`src/sv/pn9dw_pkg.sv`:
```
// ----------------------------------------------------------------------------
// pn9dw_pkg
// Shared types and constants for the PN9 packet de-whitener.
// ----------------------------------------------------------------------------
`default_nettype none

package pn9dw_pkg;

    localparam int HEADER_W      = 16;
    localparam int PAYLOAD_W     = 14;
    localparam int PN9_W         = 9;
    localparam int BYTES_W       = 11;
    localparam int MAX_BYTES_W   = 13;

    localparam int MAX_PACKET_BYTES_DEF = 2047;

    localparam logic [HEADER_W-1:0]  HDR_LEN_RESET = 16'd16;
    localparam logic [PN9_W-1:0]     PN9_INIT      = 9'h1ff;
    localparam logic [PAYLOAD_W-1:0] PAYLOAD_MAX   = 14'h3fff;

    // One received bit with its packet tag
    typedef struct packed {
        logic               in_bit;
        logic               packet_start;
        logic [BYTES_W-1:0] packet_bytes;
    } t_in_item;

    // One output bit and its whitening flag
    typedef struct packed {
        logic out_bit;
        logic whitened;
    } t_out_item;

endpackage

`default_nettype wire

```
`src/sv/pn9dw_core.sv`:
```
// ----------------------------------------------------------------------------
// pn9dw_core
// Packet state: header and payload bit counters, PN9 register and the
// header length register. Produces the result for the current transaction.
// ----------------------------------------------------------------------------
`default_nettype none

module pn9dw_core
    import pn9dw_pkg::*;
#(
    parameter int MAX_PACKET_BYTES = MAX_PACKET_BYTES_DEF
) (
    input  wire logic          i_clk,
    input  wire logic          i_rst_n,
    input  wire logic          i_cfg_we,
    input  wire logic [HEADER_W-1:0] i_cfg_data,
    input  wire logic          i_accept,
    input  wire t_in_item      i_item,
    output t_out_item          o_result
);

    localparam logic [MAX_BYTES_W-1:0] MAX_BYTES = MAX_BYTES_W'(MAX_PACKET_BYTES);

    logic [HEADER_W-1:0]  r_hdr_len;
    logic [HEADER_W-1:0]  r_header_left, n_header_left;
    logic [PAYLOAD_W-1:0] r_payload_left, n_payload_left;
    logic [PN9_W-1:0]     r_pn9, n_pn9;

    logic [BYTES_W-1:0]   bytes_clamped;
    logic [PAYLOAD_W-1:0] total_bits;
    logic [HEADER_W:0]    total_ext;
    logic [HEADER_W:0]    hdr_ext;
    logic [HEADER_W:0]    diff;
    logic [PAYLOAD_W-1:0] payload_load;
    logic                 pn9_new;

    // Payload length of a new packet: 8 * bytes minus header, saturated
    always_comb begin
        if ({{(MAX_BYTES_W-BYTES_W){1'b0}}, i_item.packet_bytes} > MAX_BYTES) begin
            bytes_clamped = MAX_BYTES[BYTES_W-1:0];
        end else begin
            bytes_clamped = i_item.packet_bytes;
        end
        total_bits = {bytes_clamped, 3'b000};
        total_ext  = {{(HEADER_W+1-PAYLOAD_W){1'b0}}, total_bits};
        hdr_ext    = {1'b0, r_hdr_len};
        diff       = total_ext - hdr_ext;
        if (total_ext > hdr_ext) begin
            if (diff > {{(HEADER_W+1-PAYLOAD_W){1'b0}}, PAYLOAD_MAX}) begin
                payload_load = PAYLOAD_MAX;
            end else begin
                payload_load = diff[PAYLOAD_W-1:0];
            end
        end else begin
            payload_load = '0;
        end
    end

    assign pn9_new = r_pn9[8] ^ r_pn9[3];

    // Next state and result of one transaction
    always_comb begin
        n_header_left     = r_header_left;
        n_payload_left    = r_payload_left;
        n_pn9             = r_pn9;
        o_result.out_bit  = i_item.in_bit;
        o_result.whitened = 1'b0;
        if (r_header_left != '0) begin
            n_header_left = r_header_left - 1'b1;
        end else if (r_payload_left != '0) begin
            n_pn9             = {r_pn9[PN9_W-2:0], pn9_new};
            o_result.out_bit  = i_item.in_bit ^ pn9_new;
            o_result.whitened = 1'b1;
            n_payload_left    = r_payload_left - 1'b1;
        end else if (i_item.packet_start) begin
            // Start bit counts as the first header bit
            n_header_left  = (r_hdr_len != '0) ? r_hdr_len - 1'b1 : '0;
            n_payload_left = payload_load;
            n_pn9          = PN9_INIT;
        end
    end

    // Hold configuration
    always_ff @(posedge i_clk) begin
        if (!i_rst_n) begin
            r_hdr_len <= HDR_LEN_RESET;
        end else if (i_cfg_we) begin
            r_hdr_len <= i_cfg_data;
        end
    end

    // Advance packet state on each accepted transaction
    always_ff @(posedge i_clk) begin
        if (!i_rst_n) begin
            r_header_left  <= '0;
            r_payload_left <= '0;
            r_pn9          <= '0;
        end else if (i_accept) begin
            r_header_left  <= n_header_left;
            r_payload_left <= n_payload_left;
            r_pn9          <= n_pn9;
        end
    end

endmodule

`default_nettype wire

```
`src/sv/pn9dw_outreg.sv`:
```
// ----------------------------------------------------------------------------
// pn9dw_outreg
// Result register with valid/stall handshake toward the consumer.
// ----------------------------------------------------------------------------
`default_nettype none

module pn9dw_outreg
    import pn9dw_pkg::*;
(
    input  wire logic      i_clk,
    input  wire logic      i_rst_n,
    input  wire logic      i_load,
    input  wire t_out_item i_result,
    input  wire logic      i_out_stall,
    output logic           o_full_stall,
    output logic           o_out_valid,
    output t_out_item      o_out_data
);

    logic      r_valid, n_valid;
    t_out_item r_data;

    // Stall upstream only when a result waits and the consumer holds it
    assign o_full_stall = r_valid & i_out_stall;

    always_comb begin
        n_valid = r_valid;
        if (i_load) begin
            n_valid = 1'b1;
        end else if (!i_out_stall) begin
            n_valid = 1'b0;
        end
    end

    always_ff @(posedge i_clk) begin
        if (!i_rst_n) begin
            r_valid <= 1'b0;
        end else begin
            r_valid <= n_valid;
        end
    end

    // Capture payload on each new transaction
    always_ff @(posedge i_clk) begin
        if (i_load) begin
            r_data <= i_result;
        end
    end

    assign o_out_valid = r_valid;
    assign o_out_data  = r_data;

endmodule

`default_nettype wire

```
`src/sv/pn9_packet_dewhitener.sv`:
```
// Latency: a result is valid on the cycle after its input transaction is accepted.
// Throughput: one bit per cycle while not stalled; counters and PN9 step update on acceptance.
// Input is stalled only while a finished result waits and the output is stalled.
// Synchronous active-low reset clears counters, PN9 register and output valid,
// and loads the header length register with 16. The config port is always ready.
// ----------------------------------------------------------------------------
// pn9_packet_dewhitener
// PN9 de-whitener for a bit stream with tagged packet starts.
// ----------------------------------------------------------------------------
`default_nettype none

module pn9_packet_dewhitener
    import pn9dw_pkg::*;
#(
    parameter int MAX_PACKET_BYTES = MAX_PACKET_BYTES_DEF
) (
    input  wire logic                i_clk,
    input  wire logic                i_rst_n,
    input  wire logic                i_cfg_valid,
    output logic                     o_cfg_ready,
    input  wire logic [HEADER_W-1:0] i_cfg_data,
    input  wire logic                i_in_valid,
    output logic                     o_in_stall,
    input  wire t_in_item            i_in_data,
    output logic                     o_out_valid,
    input  wire logic                i_out_stall,
    output t_out_item                o_out_data
);

    logic      in_accept;
    t_out_item result;

    assign o_cfg_ready = 1'b1;
    assign in_accept   = i_in_valid & ~o_in_stall;

    pn9dw_core #(
        .MAX_PACKET_BYTES(MAX_PACKET_BYTES)
    ) u_core (
        .i_clk     (i_clk),
        .i_rst_n   (i_rst_n),
        .i_cfg_we  (i_cfg_valid & o_cfg_ready),
        .i_cfg_data(i_cfg_data),
        .i_accept  (in_accept),
        .i_item    (i_in_data),
        .o_result  (result)
    );

    pn9dw_outreg u_outreg (
        .i_clk       (i_clk),
        .i_rst_n     (i_rst_n),
        .i_load      (in_accept),
        .i_result    (result),
        .i_out_stall (i_out_stall),
        .o_full_stall(o_in_stall),
        .o_out_valid (o_out_valid),
        .o_out_data  (o_out_data)
    );

endmodule

`default_nettype wire

```
`config.mk`:
```
export PLATFORM = sky130hd
export DESIGN_NAME = pn9_packet_dewhitener
export DESIGN_NICKNAME = d
export VERILOG_FILES = /design/src/sv/pn9dw_pkg.sv /design/src/sv/pn9dw_core.sv /design/src/sv/pn9dw_outreg.sv /design/src/sv/pn9_packet_dewhitener.sv
export SDC_FILE = /design/constraint.sdc
export NUM_CORES = 1
export LEC_CHECK = 0
export BUFFER_PORTS_ARGS = -buffer_cell sky130_fd_sc_hd__clkbuf_2
export CAP_MARGIN = 20
export CORE_UTILIZATION = 60
export CTS_CLUSTER_DIAMETER = 60
export DETAILED_ROUTE_END_ITERATION = 12
export GPL_TIMING_DRIVEN = 0
export PLACE_DENSITY = 0.79
export SETUP_SLACK_MARGIN = 0.4
export SLEW_MARGIN = 15
export SYNTH_ARGS = -nofsm -noshare
export SYNTH_HDL_FRONTEND = slang
export SYNTH_SLANG_ARGS = --single-unit
```
`constraint.sdc`:
```
create_clock -name i_clk -period 3.4 [get_ports i_clk]
set_input_delay 0.68 -clock i_clk [delete_from_list [all_inputs] [get_ports i_clk]]
set_output_delay 0.68 -clock i_clk [all_outputs]
set_load 0.05 [all_outputs]
```
# Yosys cells after proc, flatten, opt, wreduce, memory -nomap -nowiden
# Index checks and enable logic that the tools add are counted.
[totals] register_bits=58 out_inout_bits=5
[classes] n_eq_ne=2 muxes=14 add_sub_neg=4 n_bitwise=6 order_cmp=2 n_reduce_logical=7
[ops] operator="$mux W16" n=4
[ops] operator="$mux W14" n=4
[ops] operator="$reduce_bool A16 Y1" n=2
[ops] operator="$sub A16 B1 Y16 const B" n=2
[ops] operator="$mux W9" n=2
[ops] operator="$gt A17 B14 Y1 const B" n=1
[ops] operator="$sub A14 B16 Y17" n=1
[ops] operator="$gt A14 B16 Y1" n=1
[ops] operator="$reduce_bool A14 Y1" n=1
[ops] operator="$sub A14 B1 Y14 const B" n=1
[ops] operator="$reduce_and A3 Y1" n=2
[ops] operator="$mux W2" n=2
[ops] operator="$ne A2 B1 Y1 const B" n=2
[ops] operator="$reduce_bool A2 Y1" n=2
[ops] operator="$and A1 B1 Y1" n=2
[ops] operator="$mux W1" n=2
[ops] operator="$not A1 Y1" n=2
[ops] operator="$xor A1 B1 Y1" n=2

# Longest topological paths before layout
[depth] word_depth=6 depth_mapped=10 depth_no_buf=8

# By module
# From an unflattened synthesis, not the netlist that was laid out.
[hier_totals] cells_unflattened=476 area_unflattened_um2=3836.2
[modules_own_cells] module="pn9dw_core" cells_each=468 seq_area_each_um2=1101.1 n_inst=1 area_each_um2=3714.8
[modules_own_cells] module="pn9dw_outreg" cells_each=5 seq_area_each_um2=80.1 n_inst=1 area_each_um2=96.3
[modules_own_cells] module="pn9_packet_dewhitener" cells_each=3 seq_area_each_um2=0.0 n_inst=1 area_each_um2=25.0

# Least setup slack after synthesis
# Ideal clock, no wire load.
[synth_path] kind="input to register" start="input i_in_data[0] in the netlist's numbering" end="register u_core.r_payload_left[11]" path_buffers=1 arrival_ns=2.559 stages=8 path_slack_ns=0.710 path_cell_list="ha_1 > nor4b_1 > o211a_1 > nor4_1 > a211o_1 > clkbuf_1 > a2111oi_0 > nor3_1"
[synth_via] elab_chain_len=6 word_cells_on_any_way=7 cone_classes="1 x add/sub; 2 x order compare; 4 x mux"
[synth_rtl] element="start: declaration" line="pn9_packet_dewhitener.sv:24" text="input wire t_in_item i_in_data,"
[synth_rtl] element="$sub A14 B16 Y17" line="pn9dw_core.sv:47" text="diff = total_ext - hdr_ext;"
[synth_rtl] element="$gt A17 B14 Y1" line="pn9dw_core.sv:49" text="if (diff > {{(HEADER_W+1-PAYLOAD_W){1'b0}}, PAYLOAD_MAX}) begin"
[synth_rtl] element="$mux W14" line="pn9dw_core.sv:49"
[synth_rtl] element="$mux W14 (*)" line="pn9dw_core.sv:48" text="if (total_ext > hdr_ext) begin"
[synth_rtl] element="$mux W14 (*)" line="pn9dw_core.sv:75" text="end else if (i_item.packet_start) begin"
[synth_rtl] element="$mux W14 (*)" line="pn9dw_core.sv:70" text="end else if (r_payload_left != '0) begin"
[synth_rtl] element="end signal: assignment" line="pn9dw_core.sv:100" text="r_payload_left <= n_payload_left;"
[synth_rtl] element="end: declaration" line="pn9dw_core.sv:26" text="logic [PAYLOAD_W-1:0] r_payload_left, n_payload_left;"
# Mark *: on every way between the ends. The rest lies on a longest branch, timed or not. The select of a mux whose other input is x is not followed.
# A chain may end at the register's enable or synchronous reset.

# Worst setup path in the final report
[layout_path] start="register u_core.r_header_left[0]" end="register u_core.r_payload_left[5]"
[layout_via] elab_chain_len=3
[layout_rtl] element="start: declaration" line="pn9dw_core.sv:25" text="logic [HEADER_W-1:0] r_header_left, n_header_left;"
[layout_rtl] element="start signal: assignment" line="pn9dw_core.sv:99" text="r_header_left <= n_header_left;"
[layout_rtl] element="$reduce_bool A16 Y1" line="pn9dw_core.sv:68" text="if (r_header_left != '0) begin"
[layout_rtl] element="$not A1 Y1 (no line)"
[layout_rtl] element="$reduce_and A3 Y1 (no line)"
# No other way between the ends.

==> flow_summary.toml <==
[sta]
timing.fmax_mhz = 351
rsz0062_at_grt = "false"
finalCritPeriodShare = 0.838
skew_ps = 13.4
slew_headroom = 0.312
hold_viol_final = 0
post-route-min-period_ps = 2850
finalSetupTns_ps = 0
slew_viol_final = 0
tightest_slew_ps = 1010
finalSetupViolations = 0

[finish]
mostFrequentLayoutCells = "nor2_1, dfxtp_1, clkbuf_2"
multiInputGateArea_mm2 = 0.00252
drive_above_1_share = 0.143
n_fill_cell = 504
final_cells = 620
final_common_cell = "nor2_1"
nNetsFinal = 588
seq_area_mm2 = 0.00118
area_growth_pct = 13.2
antenna_cells = 0

[yosys]
synth_ff_type = "dfxtp_1"
synthArstFlopShare = 0
syn_avg_cell_area_um2 = 7.82
synthAdderAreaFrac = 0.0455
synth_compound_area_frac = 0.225
ys_warn_count = 0
synth_edf_count = 2
synthTopCellsByArea = "dfxtp_1, nor2_1, mux2i_1"
synth_top_family_by_area = "simple AND/OR/NAND/NOR gates"
netlist_area_mm2 = 0.00385
synth_top_area_frac = 0.291
yosysTopAreaCell = "dfxtp_1"
netlist_instances = 493
yosys.area_share.simple = 0.263
ys_types = 62
ys_ff_latch = 58
yosys.area_share.xor_xnor = 0.0523
seq_area_frac_synth = 0.306
synth_mux_area_frac = 0.0575
synth_nets = 541

[clocking]
cts_buffers = 9
insertion_delay_ps = 350
cts_root_buffer = "clkbuf_8"
post_cts_buffers = 0
cts_tree = "done"
htree_num_levels = 3
cts_buffer_depth = 2
clock_sinks = 58
clk_pin_slew_ps = 70

[power_and_ir_drop]
power_leakage_nw = 1.76
ir_drop_mv = 1.10
p_per_area_mw_per_mm2 = 1200

[critical_path]
regToRegEndpoint = "u_core.r_payload_left[5]"
critPathBufInv = 1
critPathArrivalTime_ps = 3120
critPathTopFamily = "simple AND/OR/NAND/NOR gates"
critPathMaxFanout = 9
critPathKind = "flip-flop to flip-flop"
cp-end-kind = "flip-flop"
r2r_slack_ps = 550
crit_chain = "inv_1 > ha_1 > or4b_4 > nor3_1 > nand3_1 > a211oi_1 > nand4_1 > o22ai_1"
critPathRequiredTime_ps = 3670
critPathLaunchType = "flip-flop"
ff2ff_path_depth = 8
max_stage_delay_ps = 520
rr_startpoint = "u_core.r_header_left[0]"
critPathSlowestCell = "or4b_4"

[routing]
wl_per_cell_um = 16.9
viasPerCell = 6.34
wirelength_um = 10500
drt_iter0_drc = 268
ant_nets = 0
num_vias = 3933
drc = 0
firstDrtPassIters = 5

[floorplan]
core_mm2 = 0.00606
die_y_um = 82.1
die_area_mm2 = 0.00675
io_pins = 39
start_util = 0.636
die_x_um = 82.1
core.rowCount = 28

[global_routing]
antenna_found_initial = 0
grt_max_degree = 11
gr-total-overflow = 0
grt_pass1_wl_um = 16100
grtUsageTotal = 0.320
grt_pass1_vias = 3410

[hold_path]
hold_end = "u_core.r_pn9[5]"
hold_class = "flip-flop to flip-flop"
min_path_cells = 2
hold_start = "u_core.r_pn9[4]"

[placed_design]
numPortBuffers = 35
place_congestion = 0.966
post-place-cells = 603
hpwl_um = 7910

[flow_run]
drv_cap = 0

[outcome]
status = "complete, no violations"
## worst max path at each step
| stage | start | end | slack (ps) | cells past startpoint |
|---|---|---|---|---|
| 2_1_floorplan | i_in_data[0] | u_core.r_payload_left[11] | 710 | 8 |
| 3_3_place_gp | i_in_data[0] | u_core.r_payload_left[6] | 90 | 8 |
| 3_5_place_dp | i_in_data[0] | u_core.r_payload_left[6] | 20 | 8 |
| 4_1_cts | u_core.r_hdr_len[3] | u_core.r_payload_left[0] | 460 | 9 |
| 5_1_grt | u_core.r_hdr_len[3] | u_core.r_payload_left[11] | 420 | 9 |
| 6_report | u_core.r_header_left[0] | u_core.r_payload_left[5] | 550 | 8 |
## worst min-delay path: stages (launching register included)
cell,delay [ps]
dfxtp_1,330
o22ai_1,60
nor2_1,70
## through the flow
stage	power (W)	setup slack [ps]	util	hold WS [ps]	area [um^2]
2_1_floorplan	0.00371	710	-	455	3850
3_3_place_gp	0.00437	88.5	0.680	471	4120
3_5_place_dp	0.00442	23.7	0.680	480	4120
4_1_cts	0.00508	463	0.713	497	4320
5_1_grt	0.00562	423	0.720	513	4360
6_report	0.00522	550	0.720	499	4360
## state kept, by name, summed over array words and instances (netlist names)
register,count
u_core.r_hdr_len,16
u_core.r_header_left,16
u_core.r_payload_left,14
u_core.r_pn9,9
u_outreg.o_out_data,2
u_outreg.o_out_valid,1
## cells by family after synthesis
family / count (synthesis)
and+or+nand+nor: 196
AOI/OAI and AO/OA: 133
DFF: 58
buffers and inverters: 46
xor gates and xnor gates: 23
muxes: 22
adders and majority gates: 14
other: 1
## area by class of cell
class | count | area share
inverters | 24 | 0.0206
plain buffers | 22 | 0.0232
repair buffers | 36 | 0.0413
multi-input cells | 389 | 0.578
well taps | 75 | 0.0215
clock inverters | 5 | 0.0123
clock buffers | 11 | 0.0324
flip-flops and latches | 58 | 0.271
## what timing repair did
| item | CTS | global route |
|---|---|---|
| pin swaps | 0 | 0 |
| gates cloned | 0 | 0 |
| hold buffers | 0 | 0 |
| setup endpoints to repair | 1 | 27 |
| gates resized for setup | 1 | 8 |
## per-layer routing
| metal | share of wire | vias up | GRT usage | wire length (um) |
|---|---|---|---|---|
| met4 | 0.024 | 0 | 0.123 | 248 |
| li1 | - | 1931 | - | - |
| met3 | 0.061 | 18 | 0.0615 | 640 |
| met1 | 0.46 | 1827 | 0.428 | 4810 |
| met2 | 0.46 | 157 | 0.506 | 4770 |
| met5 | 0 | - | 0 | 0 |
## report_power, final
group / switching, W / internal, W
clock network: 0.000290 / 0.000356
registers: 0.000249 / 0.000920
logic: 0.00211 / 0.00129
total: 0.00265 / 0.00257
## cells in the mapped netlist (3+ instances only)
| master | n |
|---|---|
| a211o_1 | 3 |
| o21a_1 | 5 |
| a31oi_1 | 5 |
| ha_1 | 14 |
| o22ai_1 | 21 |
| and3_1 | 4 |
| nand2_1 | 35 |
| or3_1 | 4 |
| and4_1 | 3 |
| nand3_1 | 14 |
| nand3b_1 | 3 |
| inv_1 | 23 |
| nand4_1 | 13 |
| nor2_1 | 59 |
| a2111oi_0 | 4 |
| a221oi_1 | 3 |
| o211ai_1 | 3 |
| mux2i_1 | 21 |
| a211oi_1 | 12 |
| a21oi_1 | 25 |
| a21o_1 | 3 |
| clkbuf_1 | 13 |
| nor3_1 | 28 |
| nor2b_1 | 4 |
| xor2_1 | 3 |
| o21ai_0 | 29 |
| xnor2_1 | 20 |
| nor4b_1 | 4 |
| dfxtp_1 | 56 |
| o31ai_1 | 3 |
| nor4_1 | 7 |
| buf_2 | 5 |
| and2_1 | 4 |
(Power assumes the default switching activity.)
